### src/design/iirdf2_pkg.sv
// Shared types, constants and register decoding for the direct form II IIR filter.
`default_nettype none

package iirdf2_pkg;

	// Fixed number formats of the datapath.
	localparam int W_BITS        = 40;
	localparam int W_FRAC        = 30;
	localparam int OUT_BITS      = 32;
	localparam int OUT_FRAC      = 24;
	localparam int W_SPLIT       = 20;
	localparam int HALF_BITS     = 32;
	localparam int CFG_IDX_BITS  = 3;
	localparam int CFG_DATA_BITS = 64;
	localparam int SLOT_BITS     = 3;

	typedef logic [CFG_IDX_BITS-1:0] cfg_idx_t;

	// Configuration register indexes.
	localparam cfg_idx_t CFG_B0_B1 = 3'd0;
	localparam cfg_idx_t CFG_B2_B3 = 3'd1;
	localparam cfg_idx_t CFG_B4_B5 = 3'd2;
	localparam cfg_idx_t CFG_B6_A1 = 3'd3;
	localparam cfg_idx_t CFG_A2_A3 = 3'd4;
	localparam cfg_idx_t CFG_A4_A5 = 3'd5;
	localparam cfg_idx_t CFG_A6    = 3'd6;

	// Target of one 32-bit half of a configuration word.
	typedef struct packed {
		logic                 en;
		logic                 is_a;
		logic [SLOT_BITS-1:0] idx;
	} coef_slot_t;

	// Control from the sequencer to the multiply-accumulate unit.
	typedef struct packed {
		logic issue;
		logic hi;
		logic sub;
		logic init;
	} mac_ctl_t;

	typedef enum logic [2:0] {
		ST_IDLE,
		ST_FB,
		ST_FB_DRAIN,
		ST_WSAT,
		ST_FF,
		ST_FF_DRAIN,
		ST_DONE
	} seq_state_t;

	// Coefficient held in the upper half of a register.
	function automatic coef_slot_t slot_hi(cfg_idx_t r);
		coef_slot_t s;
		s = '0;
		case (r)
			CFG_B0_B1: s = '{en: 1'b1, is_a: 1'b0, idx: 3'd0};
			CFG_B2_B3: s = '{en: 1'b1, is_a: 1'b0, idx: 3'd2};
			CFG_B4_B5: s = '{en: 1'b1, is_a: 1'b0, idx: 3'd4};
			CFG_B6_A1: s = '{en: 1'b1, is_a: 1'b0, idx: 3'd6};
			CFG_A2_A3: s = '{en: 1'b1, is_a: 1'b1, idx: 3'd2};
			CFG_A4_A5: s = '{en: 1'b1, is_a: 1'b1, idx: 3'd4};
			default:   s = '0;
		endcase
		return s;
	endfunction

	// Coefficient held in the lower half of a register.
	function automatic coef_slot_t slot_lo(cfg_idx_t r);
		coef_slot_t s;
		s = '0;
		case (r)
			CFG_B0_B1: s = '{en: 1'b1, is_a: 1'b0, idx: 3'd1};
			CFG_B2_B3: s = '{en: 1'b1, is_a: 1'b0, idx: 3'd3};
			CFG_B4_B5: s = '{en: 1'b1, is_a: 1'b0, idx: 3'd5};
			CFG_B6_A1: s = '{en: 1'b1, is_a: 1'b1, idx: 3'd1};
			CFG_A2_A3: s = '{en: 1'b1, is_a: 1'b1, idx: 3'd3};
			CFG_A4_A5: s = '{en: 1'b1, is_a: 1'b1, idx: 3'd5};
			CFG_A6:    s = '{en: 1'b1, is_a: 1'b1, idx: 3'd6};
			default:   s = '0;
		endcase
		return s;
	endfunction

endpackage

`default_nettype wire

### src/design/iirdf2_if.sv
// Handshake channel interfaces for samples, results and configuration writes.
`default_nettype none

interface iirdf2_in_if #(parameter int SAMPLE_BITS = 16);
	logic                          valid;
	logic                          ready;
	logic signed [SAMPLE_BITS-1:0] sample_in;

	modport source (output valid, output sample_in, input ready);
	modport sink (input valid, input sample_in, output ready);
endinterface

interface iirdf2_out_if;
	import iirdf2_pkg::*;
	logic                       valid;
	logic                       ready;
	logic signed [OUT_BITS-1:0] filtered_out;
	logic                       saturated;

	modport source (output valid, output filtered_out, output saturated, input ready);
	modport sink (input valid, input filtered_out, input saturated, output ready);
endinterface

interface iirdf2_cfg_if;
	import iirdf2_pkg::*;
	logic                     valid;
	logic                     ready;
	logic [CFG_IDX_BITS-1:0]  index;
	logic [CFG_DATA_BITS-1:0] data;

	modport source (output valid, output index, output data, input ready);
	modport sink (input valid, input index, input data, output ready);
endinterface

`default_nettype wire

### src/design/iirdf2_mac.sv
// Shared multiply-accumulate unit: coefficient times 40-bit state in two halves.
`default_nettype none

module iirdf2_mac #(
	parameter int COEF_BITS = 32,
	parameter int ACC_BITS  = 50
) (
	input  wire                                clk,
	input  wire                                arst_n,
	input  iirdf2_pkg::mac_ctl_t               ctl,
	input  wire signed [COEF_BITS-1:0]         coef,
	input  wire signed [iirdf2_pkg::W_BITS-1:0] wval,
	input  wire signed [ACC_BITS-1:0]          init_val,
	output logic signed [ACC_BITS-1:0]         acc,
	output logic                               busy
);
	import iirdf2_pkg::*;

	localparam int OPW       = W_SPLIT + 1;
	localparam int MPW       = COEF_BITS + OPW;
	localparam int PW        = COEF_BITS + W_BITS;
	localparam int COEF_FRAC = COEF_BITS - 4;
	localparam int TW        = PW - COEF_FRAC;

	logic signed [OPW-1:0] opw;
	logic signed [MPW-1:0] prod;
	logic signed [MPW-1:0] prod_s1;
	logic signed [MPW-1:0] plo_q;
	logic                  v_s1;
	logic                  hi_s1;
	logic                  sub_s1;
	logic signed [PW-1:0]  full;
	logic signed [TW-1:0]  term_s2;
	logic                  v_s2;
	logic                  sub_s2;
	logic signed [ACC_BITS-1:0] term_ext;

	// Upper half is signed, lower half is taken as a positive number.
	assign opw = ctl.hi ? $signed({wval[W_BITS-1], wval[W_BITS-1:W_SPLIT]})
	                    : $signed({1'b0, wval[W_SPLIT-1:0]});

	assign prod = $signed({{(MPW-COEF_BITS){coef[COEF_BITS-1]}}, coef})
	            * $signed({{(MPW-OPW){opw[OPW-1]}}, opw});

	// Stage 1: multiplier output.
	always_ff @(posedge clk or negedge arst_n) begin
		if (!arst_n) begin
			v_s1 <= 1'b0;
		end else begin
			v_s1 <= ctl.issue;
		end
	end

	always_ff @(posedge clk) begin
		prod_s1 <= prod;
		hi_s1   <= ctl.hi;
		sub_s1  <= ctl.sub;
		if (v_s1 && !hi_s1) begin
			plo_q <= prod_s1;
		end
	end

	// Stage 2: join both halves and round the product towards minus infinity.
	assign full = ($signed({{(PW-MPW){prod_s1[MPW-1]}}, prod_s1}) <<< W_SPLIT)
	            + $signed({{(PW-MPW){plo_q[MPW-1]}}, plo_q});

	always_ff @(posedge clk or negedge arst_n) begin
		if (!arst_n) begin
			v_s2 <= 1'b0;
		end else begin
			v_s2 <= v_s1 && hi_s1;
		end
	end

	always_ff @(posedge clk) begin
		term_s2 <= full[PW-1:COEF_FRAC];
		sub_s2  <= sub_s1;
	end

	// Stage 3: accumulate the rounded product.
	assign term_ext = $signed({{(ACC_BITS-TW){term_s2[TW-1]}}, term_s2});

	always_ff @(posedge clk) begin
		if (ctl.init) begin
			acc <= init_val;
		end else if (v_s2) begin
			acc <= sub_s2 ? acc - term_ext : acc + term_ext;
		end
	end

	assign busy = v_s1 | v_s2;

endmodule

`default_nettype wire

### src/design/iir_direct_form2_filter_unit.sv
// Top level of the direct form II IIR filter with a shared multiply-accumulate unit.
//
//  channel     direction  payload                      transfer
//  sample_ch   in         sample_in                    valid & ready
//  result_ch   out        filtered_out, saturated      valid & ready
//  cfg_ch      in         index, data                  valid & ready (always ready)
//
// The result is offered once the feedback and feedforward sums are done, and the next sample
// can be taken as soon as it is offered, so the filter works on one sample at a time.
// The single 32x21 multiplier needs two passes per coefficient, and its three-stage
// pipeline drains once after the feedback sum and once after the feedforward sum.
// Reset clears the coefficients, the delay line and all control state.
// A waiting result holds in the output register; a new sample is taken meanwhile,
// and the sequencer waits at its last step only if the earlier result is still there.
`default_nettype none

module iir_direct_form2_filter_unit #(
	parameter int ORDER       = 6,
	parameter int SAMPLE_BITS = 16,
	parameter int COEF_BITS   = 32
) (
	input wire           clk,
	input wire           arst_n,
	iirdf2_in_if.sink    sample_ch,
	iirdf2_out_if.source result_ch,
	iirdf2_cfg_if.sink   cfg_ch
);
	import iirdf2_pkg::*;

	localparam int ACC_BITS = W_BITS + 4 + $clog2(ORDER + 2) + 1;
	localparam int TAP_W    = $clog2(ORDER + 1);
	localparam int PIDX_W   = (ORDER > 1) ? $clog2(ORDER) : 1;
	localparam int XSH      = W_FRAC + 1 - SAMPLE_BITS;
	localparam int YSH      = W_FRAC - OUT_FRAC;

	seq_state_t state_q;
	seq_state_t state_d;

	logic [TAP_W-1:0]  tap_q;
	logic              half_q;
	logic [PIDX_W-1:0] pidx;

	logic signed [COEF_BITS-1:0] coef_b_q [0:ORDER];
	logic signed [COEF_BITS-1:0] coef_a_q [1:ORDER];
	logic signed [W_BITS-1:0]    past_q [0:ORDER-1];
	logic signed [W_BITS-1:0]    w_q;
	logic                        wsat_q;

	logic                        res_valid_q;
	logic signed [OUT_BITS-1:0]  res_data_q;
	logic                        res_sat_q;

	logic                        cfg_wr;
	coef_slot_t                  sh;
	coef_slot_t                  sl;
	logic signed [COEF_BITS-1:0] coef_hi;
	logic signed [COEF_BITS-1:0] coef_lo;

	mac_ctl_t                    ctl;
	logic signed [COEF_BITS-1:0] mac_coef;
	logic signed [W_BITS-1:0]    mac_w;
	logic signed [ACC_BITS-1:0]  init_val;
	logic signed [ACC_BITS-1:0]  x_ext;
	logic signed [ACC_BITS-1:0]  acc;
	logic                        busy;

	logic                        accept;
	logic                        last_issue;
	logic                        done_out;
	logic                        w_ovf;
	logic signed [W_BITS-1:0]    w_clip;
	logic                        y_ovf;
	logic signed [OUT_BITS-1:0]  y_clip;

	// Configuration decode: each 32-bit half feeds at most one coefficient.
	assign cfg_ch.ready = 1'b1;
	assign cfg_wr       = cfg_ch.valid & cfg_ch.ready;
	assign sh           = slot_hi(cfg_ch.index);
	assign sl           = slot_lo(cfg_ch.index);
	assign coef_hi      = cfg_ch.data[HALF_BITS +: COEF_BITS];
	assign coef_lo      = cfg_ch.data[0 +: COEF_BITS];

	always_ff @(posedge clk or negedge arst_n) begin
		if (!arst_n) begin
			for (int i = 0; i <= ORDER; i++) begin
				coef_b_q[i] <= '0;
			end
			for (int i = 1; i <= ORDER; i++) begin
				coef_a_q[i] <= '0;
			end
		end else if (cfg_wr) begin
			for (int i = 0; i <= ORDER; i++) begin
				if (sh.en && !sh.is_a && int'(sh.idx) == i) begin
					coef_b_q[i] <= coef_hi;
				end
				if (sl.en && !sl.is_a && int'(sl.idx) == i) begin
					coef_b_q[i] <= coef_lo;
				end
			end
			for (int i = 1; i <= ORDER; i++) begin
				if (sh.en && sh.is_a && int'(sh.idx) == i) begin
					coef_a_q[i] <= coef_hi;
				end
				if (sl.en && sl.is_a && int'(sl.idx) == i) begin
					coef_a_q[i] <= coef_lo;
				end
			end
		end
	end

	// Handshake qualifiers and sequencer conditions.
	assign sample_ch.ready = (state_q == ST_IDLE);
	assign accept          = sample_ch.valid & sample_ch.ready;
	assign last_issue      = half_q && (tap_q == TAP_W'(ORDER));
	assign done_out        = (state_q == ST_DONE) && (!res_valid_q || result_ch.ready);

	// Next state.
	always_comb begin
		state_d = state_q;
		case (state_q)
			ST_IDLE:     if (accept) state_d = ST_FB;
			ST_FB:       if (last_issue) state_d = ST_FB_DRAIN;
			ST_FB_DRAIN: if (!busy) state_d = ST_WSAT;
			ST_WSAT:     state_d = ST_FF;
			ST_FF:       if (last_issue) state_d = ST_FF_DRAIN;
			ST_FF_DRAIN: if (!busy) state_d = ST_DONE;
			ST_DONE:     if (done_out) state_d = ST_IDLE;
			default:     state_d = ST_IDLE;
		endcase
	end

	always_ff @(posedge clk or negedge arst_n) begin
		if (!arst_n) begin
			state_q <= ST_IDLE;
			tap_q   <= '0;
			half_q  <= 1'b0;
		end else begin
			state_q <= state_d;
			if (accept) begin
				tap_q  <= TAP_W'(1);
				half_q <= 1'b0;
			end else if (state_q == ST_WSAT) begin
				tap_q  <= '0;
				half_q <= 1'b0;
			end else if (state_q == ST_FB || state_q == ST_FF) begin
				half_q <= ~half_q;
				if (half_q) begin
					tap_q <= tap_q + TAP_W'(1);
				end
			end
		end
	end

	// Sequencer outputs to the shared unit.
	assign pidx  = PIDX_W'(tap_q - TAP_W'(1));
	assign x_ext = $signed({{(ACC_BITS-SAMPLE_BITS){sample_ch.sample_in[SAMPLE_BITS-1]}},
	                        sample_ch.sample_in}) <<< XSH;

	always_comb begin
		ctl       = '0;
		ctl.issue = (state_q == ST_FB) || (state_q == ST_FF);
		ctl.hi    = half_q;
		ctl.sub   = (state_q == ST_FB);
		ctl.init  = accept || (state_q == ST_WSAT);
		init_val  = (state_q == ST_IDLE) ? x_ext : '0;
		if (state_q == ST_FB) begin
			mac_coef = coef_a_q[tap_q];
		end else begin
			mac_coef = coef_b_q[tap_q];
		end
		if (state_q == ST_FF && tap_q == '0) begin
			mac_w = w_q;
		end else begin
			mac_w = past_q[pidx];
		end
	end

	iirdf2_mac #(
		.COEF_BITS (COEF_BITS),
		.ACC_BITS  (ACC_BITS)
	) u_mac (
		.clk      (clk),
		.arst_n   (arst_n),
		.ctl      (ctl),
		.coef     (mac_coef),
		.wval     (mac_w),
		.init_val (init_val),
		.acc      (acc),
		.busy     (busy)
	);

	// Clip the feedback sum to the delay-line format.
	assign w_ovf  = ~((&acc[ACC_BITS-1:W_BITS-1]) | ~(|acc[ACC_BITS-1:W_BITS-1]));
	assign w_clip = w_ovf ? (acc[ACC_BITS-1] ? $signed({1'b1, {(W_BITS-1){1'b0}}})
	                                         : $signed({1'b0, {(W_BITS-1){1'b1}}}))
	                      : acc[W_BITS-1:0];

	always_ff @(posedge clk) begin
		if (state_q == ST_WSAT) begin
			w_q    <= w_clip;
			wsat_q <= w_ovf;
		end
	end

	// Round the output towards minus infinity to Q8.24 and clip it.
	assign y_ovf  = ~((&acc[ACC_BITS-1:OUT_BITS-1+YSH]) | ~(|acc[ACC_BITS-1:OUT_BITS-1+YSH]));
	assign y_clip = y_ovf ? (acc[ACC_BITS-1] ? $signed({1'b1, {(OUT_BITS-1){1'b0}}})
	                                         : $signed({1'b0, {(OUT_BITS-1){1'b1}}}))
	                      : acc[OUT_BITS-1+YSH:YSH];

	// Delay line shifts when the result is loaded into the output register.
	always_ff @(posedge clk or negedge arst_n) begin
		if (!arst_n) begin
			for (int i = 0; i < ORDER; i++) begin
				past_q[i] <= '0;
			end
		end else if (done_out) begin
			past_q[0] <= w_q;
			for (int i = 1; i < ORDER; i++) begin
				past_q[i] <= past_q[i-1];
			end
		end
	end

	// Output register.
	always_ff @(posedge clk or negedge arst_n) begin
		if (!arst_n) begin
			res_valid_q <= 1'b0;
		end else if (done_out) begin
			res_valid_q <= 1'b1;
		end else if (result_ch.ready) begin
			res_valid_q <= 1'b0;
		end
	end

	always_ff @(posedge clk) begin
		if (done_out) begin
			res_data_q <= y_clip;
			res_sat_q  <= y_ovf | wsat_q;
		end
	end

	assign result_ch.valid        = res_valid_q;
	assign result_ch.filtered_out = res_data_q;
	assign result_ch.saturated    = res_sat_q;

endmodule

`default_nettype wire
### src/flat_wrapper.sv
// flat-port wrapper written by rule: the top's interface ports become plain ports
module iir_direct_form2_filter_unit_flat import iirdf2_pkg::*;
#(
	parameter int ORDER       = 6,
	parameter int SAMPLE_BITS = 16,
	parameter int COEF_BITS   = 32
)
  (clk, arst_n, sample_ch_valid, sample_ch_sample_in, sample_ch_ready, result_ch_valid, result_ch_filtered_out, result_ch_saturated, result_ch_ready, cfg_ch_valid, cfg_ch_index, cfg_ch_data, cfg_ch_ready);
  iirdf2_in_if #(.SAMPLE_BITS(SAMPLE_BITS)) sample_ch_i ();
  iirdf2_out_if result_ch_i ();
  iirdf2_cfg_if cfg_ch_i ();
  input wire clk;
  input wire arst_n;
  input wire logic [$bits(sample_ch_i.valid)-1:0] sample_ch_valid;
  input wire logic [$bits(sample_ch_i.sample_in)-1:0] sample_ch_sample_in;
  output wire logic [$bits(sample_ch_i.ready)-1:0] sample_ch_ready;
  output wire logic [$bits(result_ch_i.valid)-1:0] result_ch_valid;
  output wire logic [$bits(result_ch_i.filtered_out)-1:0] result_ch_filtered_out;
  output wire logic [$bits(result_ch_i.saturated)-1:0] result_ch_saturated;
  input wire logic [$bits(result_ch_i.ready)-1:0] result_ch_ready;
  input wire logic [$bits(cfg_ch_i.valid)-1:0] cfg_ch_valid;
  input wire logic [$bits(cfg_ch_i.index)-1:0] cfg_ch_index;
  input wire logic [$bits(cfg_ch_i.data)-1:0] cfg_ch_data;
  output wire logic [$bits(cfg_ch_i.ready)-1:0] cfg_ch_ready;
  assign sample_ch_i.valid = sample_ch_valid;
  assign sample_ch_i.sample_in = sample_ch_sample_in;
  assign sample_ch_ready = sample_ch_i.ready;
  assign result_ch_valid = result_ch_i.valid;
  assign result_ch_filtered_out = result_ch_i.filtered_out;
  assign result_ch_saturated = result_ch_i.saturated;
  assign result_ch_i.ready = result_ch_ready;
  assign cfg_ch_i.valid = cfg_ch_valid;
  assign cfg_ch_i.index = cfg_ch_index;
  assign cfg_ch_i.data = cfg_ch_data;
  assign cfg_ch_ready = cfg_ch_i.ready;
  iir_direct_form2_filter_unit #(.ORDER(ORDER), .SAMPLE_BITS(SAMPLE_BITS), .COEF_BITS(COEF_BITS)) u_core (.clk(clk), .arst_n(arst_n), .sample_ch(sample_ch_i), .result_ch(result_ch_i), .cfg_ch(cfg_ch_i));
endmodule
### config.mk
export PLATFORM = sky130hd
export DESIGN_NAME = iir_direct_form2_filter_unit_flat
export DESIGN_NICKNAME = d
export VERILOG_FILES = /design/src/design/iirdf2_pkg.sv /design/src/design/iirdf2_if.sv /design/src/design/iirdf2_mac.sv /design/src/design/iir_direct_form2_filter_unit.sv /design/src/flat_wrapper.sv
export SDC_FILE = /design/constraint.sdc
export NUM_CORES = 2
export LEC_CHECK = 0
export BUFFER_PORTS_ARGS = -buffer_cell sky130_fd_sc_hd__clkbuf_2
export CORE_MARGIN = 2
export CORE_UTILIZATION = 50
export CTS_CLUSTER_SIZE = 8
export DETAILED_ROUTE_END_ITERATION = 8
export PLACE_DENSITY_LB_ADDON = 0.08
export SYNTH_ARGS = -nofsm -noshare
export SYNTH_HDL_FRONTEND = slang
export SYNTH_SLANG_ARGS = --single-unit
### constraint.sdc
create_clock -name clk -period 14.3 [get_ports clk]
set_clock_uncertainty 0.1 [all_clocks]
set_input_delay 0.715 -clock clk [delete_from_list [all_inputs] [get_ports clk]]
set_output_delay 0.715 -clock clk [all_outputs]
set_load 0.005 [all_outputs]
# Yosys cells after proc, flatten, opt, wreduce, memory -nomap -nowiden
# Index checks and enable logic that the tools add are counted.
# op_classes
addsub	5
mul	1
n_div	0
n_lt_le_gt_ge	2
eq_ne	31
shifts	0
n_mux	64
bitwise	12
reduce_logical	83
# ops
operator	count
2-to-1 mux 32 bit	33
2-to-1 mux 40 bit	5
binary-select mux 32 bit (select 3 bit)	2
2-to-1 mux 48 bit	4
binary-select mux 40 bit (select 3 bit)	1
adder 72 x 53 -> 72 bit	1
multiplier 32 x 21 -> 53 bit	1
adder 48 x 44 -> 48 bit	1
subtractor 48 x 44 -> 48 bit	1
equality test 3 bit (second input constant)	15
logical AND 1 bit	35
case mux 5 bit (7 select lines)	1
2-to-1 mux 3 bit	10
case mux 5 bit (6 select lines)	1
nonzero test 2 bit	15
AND reduction 2 bit	14
equality test 3 x 2 -> 1 bit (second input constant)	8
2-to-1 mux 21 bit	1
case mux 3 bit (7 select lines)	1
zero test 3 bit	5
AND reduction 11 bit	1
OR reduction 11 bit	1
AND reduction 9 bit	1
OR reduction 9 bit	1
other kinds (15)	39
# totals
regBits	941
latchBits	0
ramBits	0
mem_bits_ro	0
in_bits	88
out_inout_bits	36
word_cells	234
n_memories	0

# Depth between registers and ports, before layout
# depth
word_depth	8
ltp_mapped	41
mapped_depth_nobuf	35

# Modules after synthesis
# A second synthesis with hierarchy kept.
# unflattened
hier_cells	6076
area_unflattened_um2	67862.6
# by_module_without_submodules
module	n_inst	cells_per_inst	area_per_inst_um2	seq_area_each_um2
iirdf2_mac	1	3753	34271.6	4484.3
iir_direct_form2_filter_unit	1	2323	33591.0	18838.1

# Worst setup path after synthesis
# No wires, ideal clock.
# synth_timing
path_type	register -> register
startpoint	reg u_core.tap_q[0]
endpoint	reg u_core.u_mac.prod_s1[46]
t_arrival_ps	9715
setup_slack_ps	4367
stages_incl_launch_ff	38
n_path_buf	6
synth_period_minus_slack_ps	9933
cell_sequence	dfrtp_1 -> buf_2 -> inv_1 -> clkbuf_1 -> clkbuf_1 -> ha_1 -> xnor2_1 -> clkbuf_1 -> mux4_2 -> mux2_2 -> a22o_1 -> o21ai_0 -> clkbuf_1 -> nor2_1 -> fa_1 -> fa_1 -> inv_1 -> fa_1 -> [... 2 more ...] -> fa_1 -> fa_1 -> inv_1 -> fa_1 -> inv_1 -> ha_1 -> clkbuf_1 -> nand4_1 -> or2_1 -> or4_1 -> a311oi_1 -> nor3_1 -> o31ai_2 -> a31oi_1 -> o21ai_1 -> a21o_1 -> a31oi_1 -> xnor2_1
# synth_between
elab_chain_cells	8
elab_cells_between_ends	18
# synth_lines
item	line_no	rtl
from (decl)	iir_direct_form2_filter_unit.sv:39	logic [TAP_W-1:0] tap_q;
from (signal assigned)	iir_direct_form2_filter_unit.sv:148	tap_q <= tap_q + TAP_W'(1);
subtractor 3 x 1 -> 3 bit	iir_direct_form2_filter_unit.sv:155	assign pidx = PIDX_W'(tap_q - TAP_W'(1));
NOT 3 -> 4 bit (implied by the code)	iir_direct_form2_filter_unit.sv:174	mac_w = past_q[pidx];
binary-select mux 40 bit (select 3 bit)	iir_direct_form2_filter_unit.sv:174	
2-to-1 mux 40 bit (implied by the code) (2 in series)	iir_direct_form2_filter_unit.sv:174	
2-to-1 mux 40 bit	iir_direct_form2_filter_unit.sv:171	if (state_q == ST_FF && tap_q == '0) begin
2-to-1 mux 21 bit	iirdf2_mac.sv:39	assign opw = ctl.hi ? $signed({wval[W_BITS-1], wval[W_BITS-1:W_SPLIT]})
multiplier 32 x 21 -> 53 bit (*)	iirdf2_mac.sv:43	* $signed({{(MPW-OPW){opw[OPW-1]}}, opw});
named net u_core.u_mac.prod[46]	iirdf2_mac.sv:26	logic signed [MPW-1:0] prod;
to (signal assigned)	iirdf2_mac.sv:55	prod_s1 <= prod;
to (decl)	iirdf2_mac.sv:27	logic signed [MPW-1:0] prod_s1;
# Mark *: on every way through the listed nets, which the timed path passes. The rest lies on a longest branch. The select of a mux whose other input is x is not followed.
# A chain may end at the register's enable or synchronous reset.

# Final worst setup path
# layout_timing
startpoint	reg u_core.tap_q[0]
endpoint	reg u_core.u_mac.prod_s1[52]
# Same word-level chain as after synthesis.

==> run summary <==
Outcome: completed
Hold-fix buffers at CTS: 1
Most used cell, CP: fa_1
Starting Density: 50.3%
Ys flop type: dfrtp_1
Synth Net Count: 6976
Die Wd: 371 um
Multiplexer share of the synthesized area: 17.0%
CTS H-tree lvls: 4
Multi-input logic area: 39800 sq um
Slowest CP cell: dfrtp_4
Complex-gate fraction of the synthesized area: 6.75%
Vias after detailed routing: 44100
Root buffer cell: clkbuf_16
Top post-synthesis cells by area: dfrtp_1, fa_1, mux2_2, edfxtp_1, inv_1
Grt ovf: 0
Max Fclk: 0.0896 GHz
Final Setup Violations: 0
Hold depth: 2
Hold Crit Endpoint: u_core.coef_a_q[83]
CTS sink count: 921
Top cell type's share of synthesized area: 24.8%
Global Route Usage Sum: 26.1%
RSZ-0062 raised after global routing: false
Synth Register Bits: 921
Layout cells sized above 1: 20.5%
Hold path start: cfg_ch_data[51]
Worst r2r dst: u_core.u_mac.prod_s1[52]
Post-DR vias/cell: 5.63
Reg2Reg Setup Slack: 3.14 ns
Num CTS Buffers: 135
Synth async-reset ratio: 72.3%
CTS tree: done
Fill count: 11800
CP peak stage delay: 0.90 ns
Max-cap check violation count: 0
Worst Max-Slew Pin Slew: 1.25 ns
# DRC: 0
Tmin final: 11.16 ns
Core Area: 133000 sq um
R2R Path Start: u_core.tap_q[0]
EDFF count, synth: 155
Postcts setup bufs: 0
Crit start category: flop
Register area: 23300 sq um
DRT Pass-1 Iters: 5
Clock transition at path regs: 0.05 ns
Gate Count Post-Synth: 5984
Yosys top cell by area: dfrtp_1
Critical Path Fanout Max: 44
FF-to-FF path depth: 35
GPL Wtd Cong: 0.889
IO buf count: 122
Largest family of logic cells by synthesized area: adder cells
Required time worst endpoint: 14.81 ns
Synth unique cells: 75
Per-cell routed wire length: 22.2 um
Final-stage net count: 6999
Clk_lat worst skew: 0.77 ns
Die area: 137000 sq um
Initial antenna violation count: 7
I/O pins: 124
Clock buffer depth: 3
Synth Area in Adders: 24.3%
Crit path DAT: 11.67 ns
Drt first-iter violations: 2720
Dpl hpwl: 123000 um
Largest net degree at the start of global routing: 195
Critical path type: flop to flop
Hold Vio Cnt, Final: 0
Slew HR: 16.8%
XOR/XNOR Fraction of Synth Area: 2.37%
Vias in the first global route: 46900
HP Class: primary input to flop
Fraction of the mapped netlist area in simple logic gates: 8.43%
Synth-to-layout area growth: 9.64%
Setup tns final: 0 ns
Yosys warnings: 0
Sequential element share of the synthesized area: 34.7%
Part of the cycle the worst path needs: 78.1%
# rows: 134
Post_cts resized: 0
Netlist Area Pre-Place: 67200 sq um
Crit end category: flop
Synthesized area per cell: 11.2 sq um
Antenna viol nets, final: 0
Routed WL: 174000 um
Global-route wire length before repair: 275000 um
Die Height: 371 um
Final Slew Violations: 0
how the worst max path moves through the flow:
stage	startpoint	end	slack (ns)	cells after the start
global placement	u_core.tap_q[0]	u_core.u_mac.prod_s1[52]	3.14	28
detailed placement	u_core.tap_q[0]	u_core.u_mac.prod_s1[52]	3.03	28
finish	u_core.tap_q[0]	u_core.u_mac.prod_s1[52]	3.14	35
global route	u_core.tap_q[0]	u_core.u_mac.prod_s1[52]	2.45	35
CTS	u_core.tap_q[0]	u_core.u_mac.prod_s1[52]	2.99	28
floorplan	u_core.tap_q[0]	u_core.u_mac.prod_s1[46]	4.37	37
critical path: cells and delay by family, from the launching register on:
family	cells	cell delay (ns)
xor+xnor	2	0.66
fa+ha+maj	9	4.04
compound gates	8	2.15
simple gates	7	1.62
flops	1	0.90
buf+inv	9	1.52
Yosys cell counts, types with 23 or more instances:
library cell,n
xor2_1,50
nand4_1,24
nor2_1,298
edfxtp_1,155
dfrtp_1,666
nand3_1,45
inv_1,818
ha_1,235
nor3_1,43
xnor2_1,132
buf_2,24
nand2_1,472
dfxtp_1,100
mux2i_1,103
o21ai_0,193
a21oi_1,169
mux4_2,115
a21o_1,147
nand2b_1,63
and2_1,39
clkbuf_1,266
nor2b_1,134
a31oi_1,23
fa_1,669
mux2_2,694
kinds of logic (layout without fill, tap and decap cells):
logic type | Yosys count | in the layout
adders and majority gates | 904 | 904
and+or+nand+nor | 1217 | 1217
muxes | 912 | 912
AOI/OAI and AO/OA | 715 | 715
DFF | 921 | 921
other | 1 | 3
buffers and inverters | 1132 | 1215
xor gates and xnor gates | 182 | 182
metrics by stage:
step / util, % / setup slack, ns / hold WS, ns / std cells / cell area [sq um]
floorplan: - / 4.37 / 0.210 / 5984 / 67200
global placement: 52.2 / 3.14 / 0.211 / 7637 / 69700
detailed placement: 52.2 / 3.03 / 0.216 / 7637 / 69700
CTS: 55.2 / 2.99 / 0.118 / 7835 / 73600
global route: 55.2 / 2.45 / 0.173 / 7835 / 73600
finish: 55.2 / 3.14 / 0.179 / 7837 / 73600
per-layer routing:
metal	vias up	global-route usage (%)	share of wire, %
li1	19800	-	-
met1	23000	35.8	44
met2	1042	42.9	48
met3	245	4.46	5.4
met4	8	6.85	2.3
met5	-	0	0.031
registers in the layout, summed over array words and instances, names as in the netlist, 3 cells and up:
register,cells
u_core.result_ch.filtered_out,32
u_core.u_mac.term_s2,44
u_core.state_q,3
u_core.u_mac.acc,48
u_core.u_mac.plo_q,33
u_core.coef_b_q,224
u_core.past_q,240
u_core.w_q,40
u_core.tap_q,3
u_core.u_mac.prod_s1,53
u_core.coef_a_q,192
final cells by class:
class	count	share of cell area, %
tap	1768	3.00
antenna	2	0.00680
sequential	921	31.7
multi-input combinational	3931	54.0
timing repair buffer	200	1.71
clock inverter	17	0.489
inverter	818	4.17
clock buffer	180	4.90
cells in the final DEF (no fill, tap or decap), types with 12 or more instances in the layout:
cell / n
nor4_1: 12
clkbuf_16: 137
and3_1: 14
ha_1: 235
nand3_1: 45
xnor2_1: 131
a31oi_1: 18
a221o_1: 14
nor2_1: 293
edfxtp_1: 155
a21oi_1: 159
and2_1: 39
or2_2: 19
dfrtp_1: 662
nor2b_1: 133
o21bai_1: 17
clkbuf_1: 41
nand2b_1: 62
a22o_1: 22
o21ai_1: 20
nand2_1: 472
buf_4: 73
fa_1: 669
dfxtp_1: 100
o21ai_0: 186
mux2i_1: 103
nor3_1: 40
mux4_2: 115
mux2_2: 694
inv_1: 816
nand4_1: 24
a221oi_1: 12
a21o_1: 147
o21a_1: 22
xor2_1: 50
clkbuf_2: 121
Power is not shown: default switching activity piles up to over one toggle a cycle in this logic, so the estimate is an artifact.
